==> src/sv/mtf_pkg.sv <==
// Shared types and constants for the move-to-front list core.
package mtf_pkg;

  localparam int unsigned MTF_DEPTH   = 16;
  localparam int unsigned MTF_DATA_W  = 32;
  localparam int unsigned MTF_POS_W   = 8;
  localparam int unsigned MTF_POS_OUT = 4;
  localparam int unsigned MTF_CNT_OUT = 5;

  typedef struct packed {
    logic                 hit;
    logic [MTF_POS_W-1:0] pos;
  } chain_t;

  typedef struct packed {
    logic clr;
    logic ld;
  } cell_ctl_t;

endpackage

==> src/sv/mtf_cell.sv <==
// One list cell: holds an entry, compares it against the key, passes the match token on.
module mtf_cell #(
  parameter int unsigned IDX = 0
) (
  input  logic                             clk,
  input  logic                             rst_n,
  input  mtf_pkg::cell_ctl_t               ctl,
  input  logic [mtf_pkg::MTF_DATA_W-1:0]   d_in,
  input  logic [mtf_pkg::MTF_DATA_W-1:0]   key,
  input  logic                             vld,
  input  mtf_pkg::chain_t                  chain_in,
  output mtf_pkg::chain_t                  chain_out,
  output logic [mtf_pkg::MTF_DATA_W-1:0]   entry,
  output logic                             pre
);

  logic [mtf_pkg::MTF_DATA_W-1:0] entry_r;
  mtf_pkg::chain_t                chain_r;
  logic                           match;

  always_ff @(posedge clk) begin
    if (ctl.ld) begin
      entry_r <= d_in;
    end
  end

  always_ff @(posedge clk) begin
    if (!rst_n) begin
      chain_r <= '0;
    end else if (ctl.clr) begin
      chain_r <= '0;
    end else begin
      chain_r <= chain_in;
    end
  end

  assign match         = vld && (entry_r == key);
  assign chain_out.hit = chain_r.hit | match;
  assign chain_out.pos = chain_r.hit ? chain_r.pos : mtf_pkg::MTF_POS_W'(IDX);
  assign entry         = entry_r;
  assign pre           = chain_r.hit;

endmodule

==> src/sv/move_to_front_list_core.sv <==
// Move-to-front list core: row of entry cells with a rippling match token.
// A bounded move-to-front list of DEPTH signed 32-bit words held in a row of cells.
// An insert word (mode 0) lands at the front and every valid entry moves back one
// cell, or it is refused when the list is full. A find word (mode 1) latches its
// key and clears the match token; the token then moves one cell per clock down the
// row; at the end of the scan the matched entry moves to the front and the result
// is registered. The input stalls while a scan is running. The result sits in an
// output register; while it is held off by out_stall the input stalls as well, and
// a finished scan waits for that register to drain.
module move_to_front_list_core #(
  parameter int unsigned DEPTH = mtf_pkg::MTF_DEPTH
) (
  input  logic                                  clk,
  input  logic                                  rst_n,
  input  logic                                  in_valid,
  output logic                                  in_stall,
  input  logic                                  in_mode,
  input  logic signed [mtf_pkg::MTF_DATA_W-1:0] in_value,
  output logic                                  out_valid,
  input  logic                                  out_stall,
  output logic                                  out_found,
  output logic [mtf_pkg::MTF_POS_OUT-1:0]       out_old_position,
  output logic                                  out_rejected,
  output logic [mtf_pkg::MTF_CNT_OUT-1:0]       out_entry_count
);

  localparam int unsigned CW    = $clog2(DEPTH + 1);
  localparam int unsigned CNT_W = $clog2(DEPTH);

  localparam logic S_IDLE = 1'b0;
  localparam logic S_SCAN = 1'b1;

  logic                               state_r, state_nxt;
  logic [CNT_W-1:0]                   cnt_r, cnt_nxt;
  logic [CW-1:0]                      fill_r, fill_nxt;
  logic [mtf_pkg::MTF_DATA_W-1:0]     key_r, key_nxt;
  logic                               out_valid_r, out_valid_nxt;
  logic                               found_r, found_nxt;
  logic [mtf_pkg::MTF_POS_OUT-1:0]    pos_r, pos_nxt;
  logic                               rej_r, rej_nxt;
  logic [mtf_pkg::MTF_CNT_OUT-1:0]    count_r, count_nxt;

  logic                               in_take;
  logic                               ins_go;
  logic                               fnd_go;
  logic                               clr;
  logic [mtf_pkg::MTF_DATA_W-1:0]     load_val;

  mtf_pkg::chain_t                    chain_out [DEPTH];
  logic [mtf_pkg::MTF_DATA_W-1:0]     entry     [DEPTH];
  logic [DEPTH-1:0]                   pre;
  logic [DEPTH-1:0]                   vld;
  mtf_pkg::chain_t                    last;

  assign last     = chain_out[DEPTH-1];
  assign in_stall = (state_r != S_IDLE) || (out_valid_r && out_stall);
  assign in_take  = in_valid && !in_stall;
  assign load_val = (state_r == S_IDLE) ? $unsigned(in_value) : key_r;

  always_comb begin
    state_nxt     = state_r;
    cnt_nxt       = cnt_r;
    fill_nxt      = fill_r;
    key_nxt       = key_r;
    out_valid_nxt = out_valid_r && out_stall;
    found_nxt     = found_r;
    pos_nxt       = pos_r;
    rej_nxt       = rej_r;
    count_nxt     = count_r;
    ins_go        = 1'b0;
    fnd_go        = 1'b0;
    clr           = 1'b0;
    unique case (state_r)
      S_IDLE: begin
        if (in_take) begin
          if (!in_mode) begin
            out_valid_nxt = 1'b1;
            found_nxt     = 1'b0;
            pos_nxt       = '0;
            if (fill_r == CW'(DEPTH)) begin
              rej_nxt = 1'b1;
            end else begin
              rej_nxt  = 1'b0;
              ins_go   = 1'b1;
              fill_nxt = fill_r + CW'(1);
            end
            count_nxt = mtf_pkg::MTF_CNT_OUT'(fill_nxt);
          end else begin
            key_nxt   = $unsigned(in_value);
            clr       = 1'b1;
            cnt_nxt   = '0;
            state_nxt = S_SCAN;
          end
        end
      end
      S_SCAN: begin
        if (cnt_r == CNT_W'(DEPTH - 1)) begin
          if (!(out_valid_r && out_stall)) begin
            fnd_go        = last.hit;
            out_valid_nxt = 1'b1;
            found_nxt     = last.hit;
            pos_nxt       = last.hit ? last.pos[mtf_pkg::MTF_POS_OUT-1:0] : '0;
            rej_nxt       = 1'b0;
            count_nxt     = mtf_pkg::MTF_CNT_OUT'(fill_r);
            state_nxt     = S_IDLE;
          end
        end else begin
          cnt_nxt = cnt_r + CNT_W'(1);
        end
      end
      default: begin
        state_nxt = S_IDLE;
      end
    endcase
  end

  always_ff @(posedge clk) begin
    if (!rst_n) begin
      state_r     <= S_IDLE;
      cnt_r       <= '0;
      fill_r      <= '0;
      out_valid_r <= 1'b0;
    end else begin
      state_r     <= state_nxt;
      cnt_r       <= cnt_nxt;
      fill_r      <= fill_nxt;
      out_valid_r <= out_valid_nxt;
    end
  end

  always_ff @(posedge clk) begin
    key_r   <= key_nxt;
    found_r <= found_nxt;
    pos_r   <= pos_nxt;
    rej_r   <= rej_nxt;
    count_r <= count_nxt;
  end

  for (genvar i = 0; i < DEPTH; i++) begin : g_cell
    mtf_pkg::cell_ctl_t             ctl;
    mtf_pkg::chain_t                cin;
    logic [mtf_pkg::MTF_DATA_W-1:0] din;

    assign vld[i] = CW'(i) < fill_r;

    if (i == 0) begin : g_head
      assign cin    = '0;
      assign din    = load_val;
      assign ctl.ld = ins_go || fnd_go;
    end else begin : g_body
      assign cin    = chain_out[i-1];
      assign din    = entry[i-1];
      assign ctl.ld = (ins_go && vld[i-1]) || (fnd_go && !pre[i]);
    end
    assign ctl.clr = clr;

    mtf_cell #(
      .IDX (i)
    ) u_cell (
      .clk       (clk),
      .rst_n     (rst_n),
      .ctl       (ctl),
      .d_in      (din),
      .key       (key_r),
      .vld       (vld[i]),
      .chain_in  (cin),
      .chain_out (chain_out[i]),
      .entry     (entry[i]),
      .pre       (pre[i])
    );
  end

  assign out_valid        = out_valid_r;
  assign out_found        = found_r;
  assign out_old_position = pos_r;
  assign out_rejected     = rej_r;
  assign out_entry_count  = count_r;

`ifndef SYNTH
  a_fill_bound: assert property (@(posedge clk) disable iff (!rst_n)
    fill_r <= CW'(DEPTH))
    else $error("fill count above depth");

  a_find_scan: assert property (@(posedge clk) disable iff (!rst_n)
    (in_take && in_mode) |=> (state_r == S_SCAN) && (cnt_r == '0))
    else $error("find word did not start a scan");

  a_found_not_rej: assert property (@(posedge clk) disable iff (!rst_n)
    out_valid_r |-> !(found_r && rej_r))
    else $error("result both found and rejected");

  a_rej_full: assert property (@(posedge clk) disable iff (!rst_n)
    (out_valid_r && rej_r) |-> (fill_r == CW'(DEPTH)))
    else $error("insert refused while list not full");
`endif

endmodule
==> config.mk <==
export PLATFORM = sky130hd
export DESIGN_NAME = move_to_front_list_core
export DESIGN_NICKNAME = d
export VERILOG_FILES = /design/src/sv/mtf_pkg.sv /design/src/sv/mtf_cell.sv /design/src/sv/move_to_front_list_core.sv
export SDC_FILE = /design/constraint.sdc
export NUM_CORES = 1
export LEC_CHECK = 0
export ABC_AREA = 1
export BUFFER_PORTS_ARGS = -buffer_cell sky130_fd_sc_hd__buf_2
export CAP_MARGIN = 25
export CORE_MARGIN = 3
export CORE_UTILIZATION = 26
export DETAILED_ROUTE_END_ITERATION = 16
export GPL_TIMING_DRIVEN = 0
export PLACE_DENSITY_LB_ADDON = 0.25
export SYNTH_ARGS = -nofsm -noshare
export SYNTH_HDL_FRONTEND = slang
export SYNTH_SLANG_ARGS = --single-unit
==> constraint.sdc <==
create_clock -name clk -period 4.3 [get_ports clk]
set_input_delay 0 -clock clk [delete_from_list [all_inputs] [get_ports clk]]
set_output_delay 0 -clock clk [all_outputs]
set_load 0.02 [all_outputs]
# == Word level (Yosys, flattened, before mapping) ==
# Index checks and enable logic that the tools add are counted.
# totals
latch_bits,0
input_bits,37
out_inout_bits,13
mem_bits_rw,0
mem_count,0
romBits,0
elab_cells,293
regBits,626
# classes
shifts,0
n_div,0
n_bitwise,29
n_addsub,2
n_eq_ne,24
order_cmp,16
n_reduce_logical,97
mul,0
mux,60
# op_table
op,count
$eq A32 B32 Y1,16
$mux W4,16
$logic_and A1 B1 Y1,48
$lt A4 B5 Y1 const A,8
$reduce_or A3 Y1,11
$mux W32,1
$mux W1,25
$mux W5,5
$lt A3 B5 Y1 const A,4
$logic_or A1 B1 Y1,17
$logic_not A1 Y1,16
$pmux W4 S2,2
$or A1 B1 Y1,15
$not A1 Y1,14
$mux W3,4
$lt A1 B5 Y1 const A,2
$lt A2 B5 Y1 const A,2
$ne A2 B2 Y1 const B,5
$pmux W5 S2,1
$reduce_and A3 Y1,3
$pmux W1 S2,4
$add A5 B1 Y5 const B,1
$eq A5 B5 Y1 const B,1
$add A4 B1 Y4 const B,1
5 further kinds,6

# == Logic depth before layout (Yosys ltp) ==
# Gate-level depths: netlist of the first run.
# depth
word_depth,8
mapped_depth,14
mapped_depth_nobuf,12

# == By module ==
# From an unflattened synthesis of the first run, not the netlist that was laid out.
# hier_totals
cells_unflattened,3569
area_unflattened_um2,32347.3
# modules_own_cells
mod,n_inst,area_each_um2,cells_each,seq_area_each_um2
mtf_cell at g_cell[10].u_cell ...,6,1841.8,201,1141.1
mtf_cell at g_cell[1].u_cell ...,4,1848.0,203,1141.1
mtf_cell at g_cell[11].u_cell ...,4,1840.5,200,1141.1
move_to_front_list_core,1,2855.2,348,1511.4
mtf_cell at g_cell[0].u_cell,1,1848.0,204,1141.1
mtf_cell at g_cell[15].u_cell,1,1839.3,199,1141.1

# == Least setup slack after synthesis of the first run ==
# Ideal clock, no wire load.
# synth_timing
path_type,register -> register
startpoint,reg state_r
endpoint,reg g_cell[0].u_cell.entry_r (netlist bit g_cell[0].u_cell.entry[0]) (enable)
arrival_ns,3.229
t_required_ns,3.834
setup_slack_ns,0.605
n_path_buf,2
setup_ns,0.466
path_stages_with_launch,8
path_cell_list,dfxtp_1 buf_2 inv_1 nand3_1 nor2_1 inv_1 buf_2 o21ai_0
# synth_rtl
element,line,text
"start, declared",move_to_front_list_core.sv:33,"logic state_r, state_nxt;"
"start signal, assigned",move_to_front_list_core.sv:124,state_r <= state_nxt;
"end signal, assigned",mtf_cell.sv:23,entry_r <= d_in;
"end, declared",mtf_cell.sv:17,logic [mtf_pkg::MTF_DATA_W-1:0] entry_r;

==> run_results.csv, run 1 <==
group,metric,value,unit
outcome,outcome,"completed",
critical_path,critPathKind,"flip-flop to flip-flop",
sta,fmaxAchievable,307.6,MHz
route,ant_nets,0,
finish,diodes,0,
synthesis,syn-num-nets,2211,
run,drv_cap,0,
finish,final_core_util,0.3133,
synthesis,yosysTopAreaCell,"edfxtp_1",
sta,slew-limit-headroom,0.3173,
global_routing,grt_overflow,0,
synthesis,synthCells,2171,
place,hpwl,68500,um
clocking,cts-buffers-inserted,70,
clocking,clock_latency,620,ps
power,ir_drop,259.8,uV
clocking,cts_tree,"yes",
clocking,ctsHtreeMaxLevel,3,
floorplanning,rows,116,
place,io_buffers,49,
critical_path,crit_required,4620,ps
floorplanning,start_util,0.2639,
synthesis,ys_ff_latch,626,
route,dr.pass1.iters,7,
floorplanning,die_area,106300,um^2
critical_path,regToRegSetupSlack,1050,ps
synthesis,synth_area_per_cell,12.26,um^2
critical_path,cp-end-kind,"flip-flop",
global_routing,antenna_found_initial,3,
critical_path,start_kind,"flip-flop",
clocking,post_cts_buffers,0,
synthesis,yosysWarnings,0,
synthesis,yosys-top-cells-count,"edfxtp_1, nand2_1, xnor2_1",
synthesis,synthTopCellsByArea,"edfxtp_1, xnor2_1, nand2_1",
route,wirelength,86710,um
finish,fin_nets,2387,
floorplanning,core,100900,um^2
global_routing,grt_max_degree,23,
floorplanning,die_width,326.0,um
clocking,numClockSinks,626,
sta,fin_skew,29.97,ps
route,drt_iter0_markers,1737,
power,p_leak,10.94,nW
sta,min_period,3251,ps
clocking,root_buffer,"clkbuf_16",
floorplanning,ioPinCount,50,
synthesis,async_reset_ff_frac,0,
sta,tightest_slew,1024,ps
sta,grt_setup_unrepaired,"false",
critical_path,worstPathCellList,"buf_2 -> inv_1 -> nand3_1 -> nor2_1 -> dlygate4sd3_1 -> inv_1 -> nor2_2 -> buf_2 -> nand2_1 -> nand2_2 -> buf_16",
clocking,ctsResizeCount,0,
place,gp_congestion,0.9460,
floorplanning,dieHeight,326.0,um
clocking,clk_pin_slew,60,ps
synthesis,synth_ff_type,"edfxtp_1",
synthesis,synth_top_area_share,0.6261,
synthesis,yosysMostFrequentCell,"edfxtp_1",
critical_path,slowest_stage,"dlygate4sd3_1",
synthesis,synthDistinctLibCells,37,
finish,drive_above_1_share,0.1344,
sta,hold_viol_final,0,
finish,multiInputGateArea,7599,um^2
synthesis,synth_edf_count,555,
route,vias,17010,
global_routing,first_global_vias,17180,
route,routedWlPerCell,23.06,um
power,powerDensity,433.6,nW/um^2
critical_path,cp_max_fo,17,
synthesis,yosysSeqAreaShare,0.6795,
worst_hold_path,worst_hold_path_type,"input port to flip-flop",
critical_path,cpPeakStageDelay,540,ps
sta,drv_slew,0,
clocking,cts_buffer_depth,3,
route,viasPerCell,4.524,
place,post_dp_cell_area,29040,um^2
finish,fillers,10210,
finish,final-seq-area,18090,um^2
synthesis,syn_area,26620,um^2
critical_path,arrival,3570,ps
global_routing,grt.total_usage,0.1612,
finish,area_delta_synth_final,18.70,%
sta,setup_viol,0,
clocking,cts_hold_buf,37,
route,drc_errors,0,
finish,final_area,31600,um^2
global_routing,grt_pass1_wl,121700,um
sta,fin_crit_sh,0.7561,
[critical path: cells and delay by family (launching register included)]
kind,cells,cell delay (ps)
buffers and inverters,6,1590
DFF,1,300
and+or+nand+nor,5,1050
[cell families (layout without fill, tap and decap cells)]
family                     count (synthesis)  count (layout)  share of synthesized area
DFF                                      626             626                     0.6795
buffers and inverters                    218             450                    0.03694
adders and majority gates                  3               3                   0.001410
and+or+nand+nor                          831             831                     0.1355
xor gates and xnor gates                 362             362                     0.1191
AOI/OAI and AO/OA                        131             131                    0.02764
[path summary, 6_finish.rpt]
kind                                start                      endpoint  cells past startpoint
max                               state_r   g_cell[15].u_cell.entry[20]                     11
min                           in_value[9]                      key_r[9]                      2
max reg2reg                       state_r   g_cell[15].u_cell.entry[20]                     11
min reg2reg  g_cell[12].u_cell.chain_r[1]  g_cell[13].u_cell.chain_r[1]                      2
[layer usage]
layer  GRT usage  wire length, um  vias to the layer above
met5           0               12                        -
met3     0.04004             6920                      145
met4     0.07865             4241                        2
met1      0.2077            36360                     8507
met2      0.2526            39180                      614
li1            -                -                     7744
[power by group]
part,switching (mW),internal [mW]
logic,0.661,0.322
clock network,2.49,3.33
registers,0.112,6.79
total,3.26,10.4
[flip-flops by register name (all words and copies together) (netlist names)]
| signal | count |
|---|---|
| g_cell.u_cell.entry | 512 |
| g_cell.u_cell.chain_r | 45 |
| key_r | 32 |
| g_cell.u_cell.pre | 15 |
| fill_r | 5 |
| out_entry_count | 5 |
| cnt_r | 4 |
| out_old_position | 4 |
| out_found | 1 |
| out_rejected | 1 |
| out_valid | 1 |
| state_r | 1 |
[placed cells by master, fill, tap and decap left out, types with 71 or more instances in the layout]
cell type  synthesis  final
xnor2_1          254    254
inv_1            117    116
nand2_1          385    370
buf_2             53    103
xor2_1           108    108
clkbuf_16          0     74
dfxtp_1           71     71
nor2_1           195    195
edfxtp_1         555    555
nand3_1           76     76
[final cells by class]
type                       count  area share
multi-input combinational   1327      0.2405
sequential                   626      0.5724
clock buffer                  89     0.06038
timing repair buffer         104     0.03302
buffer                        85     0.01528
tap                         1357     0.05373
clock inverter                39    0.008870
inverter                     133     0.01584
[through the flow]
step | setup TNS [ps] | power, mW | setup WS [ps] | hold slack, ps | instances
floorplan | 0 | 7.532 | 605.4 | 98.87 | 2171
global placement | -68130 | 7.948 | -2133 | 190.6 | 3577
detailed placement | 0 | 7.986 | 1206 | 193.8 | 3595
CTS | 0 | 13.83 | 1020 | 63.80 | 3760
global route | 0 | 14.17 | 878.3 | 104.5 | 3760
finish | 0 | 13.70 | 1049 | 102.5 | 3760
Power figures use the tool's default switching activity.
==> inputs of run 2 (changes only) <==
--- a/config.mk
+++ b/config.mk
@@ -5,7 +5,7 @@
 export SDC_FILE = /design/constraint.sdc
 export NUM_CORES = 1
 export LEC_CHECK = 0
-export ABC_AREA = 1
+export ABC_AREA = 0
 export BUFFER_PORTS_ARGS = -buffer_cell sky130_fd_sc_hd__buf_2
 export CAP_MARGIN = 25
 export CORE_MARGIN = 3
==> constraint.sdc (replaced) <==
create_clock -name clk -period 3.4 [get_ports clk]
set_input_delay 0 -clock clk [delete_from_list [all_inputs] [get_ports clk]]
set_output_delay 0 -clock clk [all_outputs]
set_load 0.02 [all_outputs]
==> run_results.csv, run 2 <==
group,metric,value,unit
outcome,outcome,"completed",
clocking,cts-buffers-inserted,68,
synthesis,syn_area,25910,um^2
global_routing,antenna_found_initial,3,
clocking,numClockSinks,626,
power,p_leak,10.41,nW
synthesis,yosysMostFrequentCell,"edfxtp_1",
place,gp_congestion,0.8631,
sta,fmaxAchievable,304.1,MHz
sta,setup_viol,0,
power,p_sw_frac,0.2204,
place,io_buffers,49,
floorplanning,die_area,103500,um^2
place,hpwl,58220,um
synthesis,synthTopCellsByArea,"edfxtp_1, xnor2_1, dfxtp_1",
floorplanning,rows,115,
clocking,clk_pin_slew,60,ps
finish,area_delta_synth_final,20.66,%
synthesis,synth_top_area_share,0.6431,
critical_path,cp-end-kind,"flip-flop",
global_routing,grt_pass1_wl,105500,um
sta,slew-limit-headroom,0.3402,
power,ir_drop,311.4,uV
clocking,cts_buffer_depth,3,
synthesis,synth_area_per_cell,15.48,um^2
worst_hold_path,worst_hold_path_type,"input port to flip-flop",
global_routing,grt_max_degree,34,
synthesis,synth_ff_type,"edfxtp_1",
clocking,ctsHtreeMaxLevel,3,
synthesis,ys_ff_latch,626,
critical_path,crit_path_frequent_cell,"buf_6",
critical_path,cp_max_fo,15,
place,post_dp_cell_area,28410,um^2
critical_path,start_kind,"flip-flop",
synthesis,yosysSeqAreaShare,0.6980,
floorplanning,dieHeight,321.7,um
power,power.net_switching,3.628,mW
place,dp.cells,3047,
synthesis,async_reset_ff_frac,0,
finish,final_common_cell,"edfxtp_1",
power,power_frac_clock,0.433,
route,drt_iter0_markers,1042,
floorplanning,ioPinCount,50,
global_routing,first_global_vias,14620,
synthesis,yosysTopAreaCell,"edfxtp_1",
route,routedWlPerCell,23.34,um
global_routing,grt.total_usage,0.1450,
synthesis,synth_edf_count,555,
floorplanning,die_width,321.7,um
synthesis,synthCells,1674,
sta,min_period,3288,ps
critical_path,slowest_stage,"o41ai_4",
run,drv_cap,0,
clocking,cts_tree,"yes",
finish,stdcell_count,3224,
synthesis,synthDistinctLibCells,50,
floorplanning,core,98560,um^2
sta,grt_setup_unrepaired,"false",
route,wirelength,75260,um
finish,drive_above_1_share,0.1683,
finish,largest_reg_flops,512,
critical_path,worstPathCellList,"buf_2 -> inv_1 -> a222oi_1 -> nand3_2 -> buf_4 -> o41ai_4 -> buf_6 -> buf_6",
synthesis,yosys-top-cells-count,"edfxtp_1, xnor2_1, xor2_1",
synthesis,syn-num-nets,1714,
critical_path,crit_required,3690,ps
clocking,clock_latency,600,ps
finish,mostFrequentLayoutCells,"edfxtp_1, xnor2_1, xor2_1",
route,dr.pass1.iters,5,
sta,fin_crit_sh,0.9670,
power,powerDensity,526.5,nW/um^2
global_routing,grt_overflow,0,
route,viasPerCell,4.425,
finish,diodes,0,
power,seqPwrFrac,0.513,
critical_path,arrival,3580,ps
route,ant_nets,0,
sta,drv_slew,0,
finish,fin_nets,1922,
power,p_comb_frac,0.053,
critical_path,critPathKind,"flip-flop to flip-flop",
synthesis,yosysWarnings,0,
route,vias,14270,
critical_path,cpPeakStageDelay,500,ps
floorplanning,start_util,0.2629,
sta,hold_viol_final,0,
sta,fin_skew,20.87,ps
route,drc_errors,0,
finish,final_area,31270,um^2
clocking,root_buffer,"clkbuf_16",
power,internal-power,12.84,mW
sta,tightest_slew,989.6,ps
## run 2: changes by cell type in the layout (fill, tap and decap cells not counted), moves of 33 or more
cell	previous run	this run
nand4_1	54	91
inv_1	116	37
nor3_1	55	21
o21ai_0	68	5
nand3_1	76	17
or2_2	54	2
nor4_1	1	44
nor2_1	195	34
xnor2_1	254	370
nand2_1	370	23
mux2_2	0	33
## run 2: cell type report
class | instances | area, um^2
fill | 9667 | 67290
tap | 1287 | 1610
buffer | 66 | 331.6
multi-input combinational | 921 | 7507
clock inverter | 27 | 203.9
inverter | 39 | 146.4
clock buffer | 98 | 1931
timing repair buffer | 160 | 1453
sequential | 626 | 18090
## run 2: logic make-up (layout without fill, tap and decap cells)
logic type	after synthesis	count (layout)	synth area share
simple gates	272	272	0.05919
flops	626	626	0.6980
compound gates	106	106	0.03438
xor+xnor	507	507	0.1713
mux	33	33	0.01434
buf+inv	127	390	0.02134
fa+ha+maj	3	3	0.001449
## run 2: final timing paths
kind / to / depth (start not counted) / startpoint / slack, ps
hold / removal: key_r[22] / 2 / in_value[22] / 120
setup reg to reg: g_cell[2].u_cell.entry[22] / 8 / key_r[11] / 110
hold reg to reg: g_cell[4].u_cell.chain_r[0] / 2 / g_cell[3].u_cell.chain_r[0] / 430
setup / recovery: g_cell[2].u_cell.entry[22] / 8 / key_r[11] / 110
## run 2: per-layer routing
layer | wire [um] | track usage | vias to the layer above
met3 | 4178 | 0.02538 | 109
met5 | 0 | 0 | -
met4 | 2221 | 0.04314 | 0
met2 | 34640 | 0.2319 | 408
li1 | - | - | 6575
met1 | 34220 | 0.2012 | 7175
## run 2: critical path: cells and delay by family, from the launching register on
family	cells	cell delay, ps
flip-flops	1	330
AND/OR/NAND/NOR	1	310
AO/OA/AOI/OAI	2	880
buffers and inverters	5	1420
## run 2: power groups by stage
stage / clock network [mW] / logic (mW) / registers, mW
2_1_floorplan: 0 / 0.481 / 8.57
3_3_place_gp: 0 / 0.822 / 8.57
3_5_place_dp: 0 / 0.844 / 8.57
4_1_cts: 7.29 / 0.892 / 8.45
5_1_grt: 7.62 / 0.938 / 8.45
6_report: 7.14 / 0.880 / 8.45
## run 2: metrics by stage
step / worst slack, ps / power (mW) / TNS, ps / hold WS [ps] / utilization
after floorplan: -494.2 / 9.051 / -237110 / 98.87 / -
after global placement: -2510 / 9.395 / -1096830 / 193.6 / 0.2818
after detailed placement: -743.8 / 9.416 / -159670 / 196.8 / 0.2882
after CTS: 25.24 / 16.62 / 0 / 82.57 / 0.3167
after global routing: 7.847 / 17.01 / 0 / 105.5 / 0.3173
final: 112.1 / 16.46 / 0 / 121.3 / 0.3173
## run 2: repair_timing
item	4_1_cts	5_1_grt
setup buffers	30	1
hold buffers	40	0
resized for setup	8	4
hold endpoints to repair	77	0
pin swaps	5	2
setup endpoints to repair	486	226
==> inputs of run 3 (changes only) <==
--- a/config.mk
+++ b/config.mk
@@ -8,6 +8,7 @@
 export ABC_AREA = 0
 export BUFFER_PORTS_ARGS = -buffer_cell sky130_fd_sc_hd__buf_2
 export CAP_MARGIN = 25
+export CORE_ASPECT_RATIO = 0.75
 export CORE_MARGIN = 3
 export CORE_UTILIZATION = 26
 export DETAILED_ROUTE_END_ITERATION = 16
==> run_results.csv, run 3 (synthesis gave the netlist of run 2 again) <==
group,metric,value,unit
place,gp_congestion,0.8839,
outcome,outcome,"completed",
sta,tightest_slew,1052,ps
clocking,cts_tree,"yes",
route,vias,14560,
critical_path,crit_path_frequent_cell,"buf_6",
critical_path,crit_buf_inv,6,
finish,fin_nets,1934,
critical_path,r2r_end,"g_cell[6].u_cell.entry[20]",
clocking,ctsHtreeMaxLevel,2,
power,ir_drop,380.1,uV
sta,fin_skew,16.86,ps
power,powerDensity,524.7,nW/um^2
global_routing,met2_usage,0.2275,
global_routing,met1_usage,0.2343,
route,drc_errors,0,
critical_path,cpPeakStageDelay,500,ps
critical_path,r2r-start,"key_r[22]",
critical_path,arrival,3640,ps
route,wirelength,79950,um
critical_path,critPathTopFamily,"buffers and inverters",
critical_path,crit_required,3740,ps
clocking,cts_buffer_depth,3,
route,drt_iter0_markers,1473,
floorplanning,dieHeight,279.4,um
worst_hold_path,worst_hold_path_type,"input port to flip-flop",
sta,tns,0,ps
worst_hold_path,hold_start,"in_value[17]",
sta,grt_setup_unrepaired,"false",
global_routing,gr-usage-met3,0.02604,
floorplanning,core,98100,um^2
critical_path,worstPathCellList,"clkbuf_1 -> buf_8 -> nand2b_1 -> o2111ai_1 -> a2111oi_1 -> nand3_1 -> buf_4 -> buf_2 -> o41ai_4 -> buf_6 -> buf_6",
critical_path,slowest_stage,"o41ai_4",
finish,final_common_cell,"edfxtp_1",
clocking,numClockSinks,626,
place,dp.cells,3087,
run,drv_cap,0,
critical_path,critPathKind,"flip-flop to flip-flop",
global_routing,grt.total_usage,0.1535,
global_routing,grt_max_degree,34,
finish,diodes,0,
sta,drv_slew,0,
route,routedWlPerCell,24.55,um
critical_path,r2r_cells,11,
floorplanning,start_util,0.2642,
sta,setup_viol,0,
global_routing,grt_pass1_wl,112800,um
floorplanning,ioPinCount,50,
clocking,clock_latency,640,ps
floorplanning,die_width,370.6,um
sta,hold_viol_final,0,
clocking,cts-buffers-inserted,58,
clocking,root_buffer,"clkbuf_16",
sta,min_period,3297,ps
global_routing,first_global_vias,15120,
global_routing,grt_overflow,0,
critical_path,start_kind,"flip-flop",
route,viasPerCell,4.470,
sta,slew-limit-headroom,0.2985,
route,dr.pass1.iters,5,
clocking,clk_pin_slew,70,ps
critical_path,regToRegSetupSlack,100,ps
finish,largest_reg_flops,512,
worst_hold_path,holdPathEnd,"key_r[17]",
finish,drive_above_1_share,0.1744,
finish,area_delta_synth_final,21.32,%
critical_path,crit_start,"key_r[22]",
place,hpwl,61570,um
global_routing,grt.busiest_layer,"met1",
critical_path,cp-end-kind,"flip-flop",
finish,mostFrequentLayoutCells,"edfxtp_1, xnor2_1, xor2_1",
sta,fin_crit_sh,0.9698,
power,p_leak,10.49,nW
critical_path,cp_max_fo,15,
finish,stdcell_count,3257,
place,io_buffers,49,
worst_hold_path,hold_depth,2,
floorplanning,rows,99,
global_routing,antenna_found_initial,4,
floorplanning,die_area,103500,um^2
sta,fmaxAchievable,303.3,MHz
route,ant_nets,0,
## run 3: cell count changes in the layout (fill, tap and decap cells not counted), sizes merged
cell,change
bufinv,+6
clkbuf,-20
buf,+12
clkinv,+12
inv,-5
clkinvlp,+2
## run 3: cell type report
type / instances / area (um^2)
Buffer: 77 / 376.6
Clock buffer: 68 / 1658
Clock inverter: 42 / 444.2
Fill cell: 9691 / 66660
Inverter: 39 / 146.4
Multi-Input combinational cell: 921 / 7470
Sequential cell: 626 / 18090
Tap cell: 1313 / 1643
Timing Repair Buffer: 171 / 1615
## run 3: metrics by stage
stage	power (mW)	setup slack, ps	instance area (um^2)	hold slack (ps)	util
final	16.50	102.6	31440	81.55	0.3205
after global routing	17.00	10.73	31440	66.82	0.3205
after CTS	16.63	13.51	31340	37.42	0.3195
after detailed placement	9.444	-531.9	28650	196.6	0.2920
after global placement	9.404	-2599	27810	190.6	0.2835
after floorplan	9.051	-494.2	25920	98.87	-
## run 3: worst max path at each step
stage,cells past startpoint,slack [ps],to
finish,11,100,g_cell[6].u_cell.entry[20]
global route,11,10,g_cell[6].u_cell.entry[20]
CTS,9,10,g_cell[2].u_cell.entry[29]
detailed placement,9,-530,g_cell[1].u_cell.entry[14]
global placement,7,-2600,g_cell[1].u_cell.entry[5]
floorplan,7,-490,g_cell[11].u_cell.entry[0]
## run 3: worst reg2reg max path: cells and delay by family (launching register included)
family                 cells  cell delay [ps]
flip-flops                 1              360
AO/OA/AOI/OAI              3             1050
buffers and inverters      6             1320
AND/OR/NAND/NOR            2              250
## run 3: per-layer routing
metal,up-vias,share of wire
met5,-,0
met4,0,0.018
met3,80,0.062
met2,415,0.43
met1,7486,0.49
li1,6577,-
## run 3: repair_timing
item | 4_1_cts | 5_1_grt
pin swaps | 6 | 4
hold endpoints to repair | 77 | 0
setup buffers | 19 | 12
resized for setup | 5 | 4
hold buffers | 40 | 0
setup endpoints to repair | 407 | 116
## run 3: report_power, final
part	switching, mW	internal [mW]	leakage (nW)
Combinational	0.578	0.347	3.85
Clock	3.04	4.11	1.04
Sequential	0.0525	8.37	5.60
Total	3.67	12.8	10.5
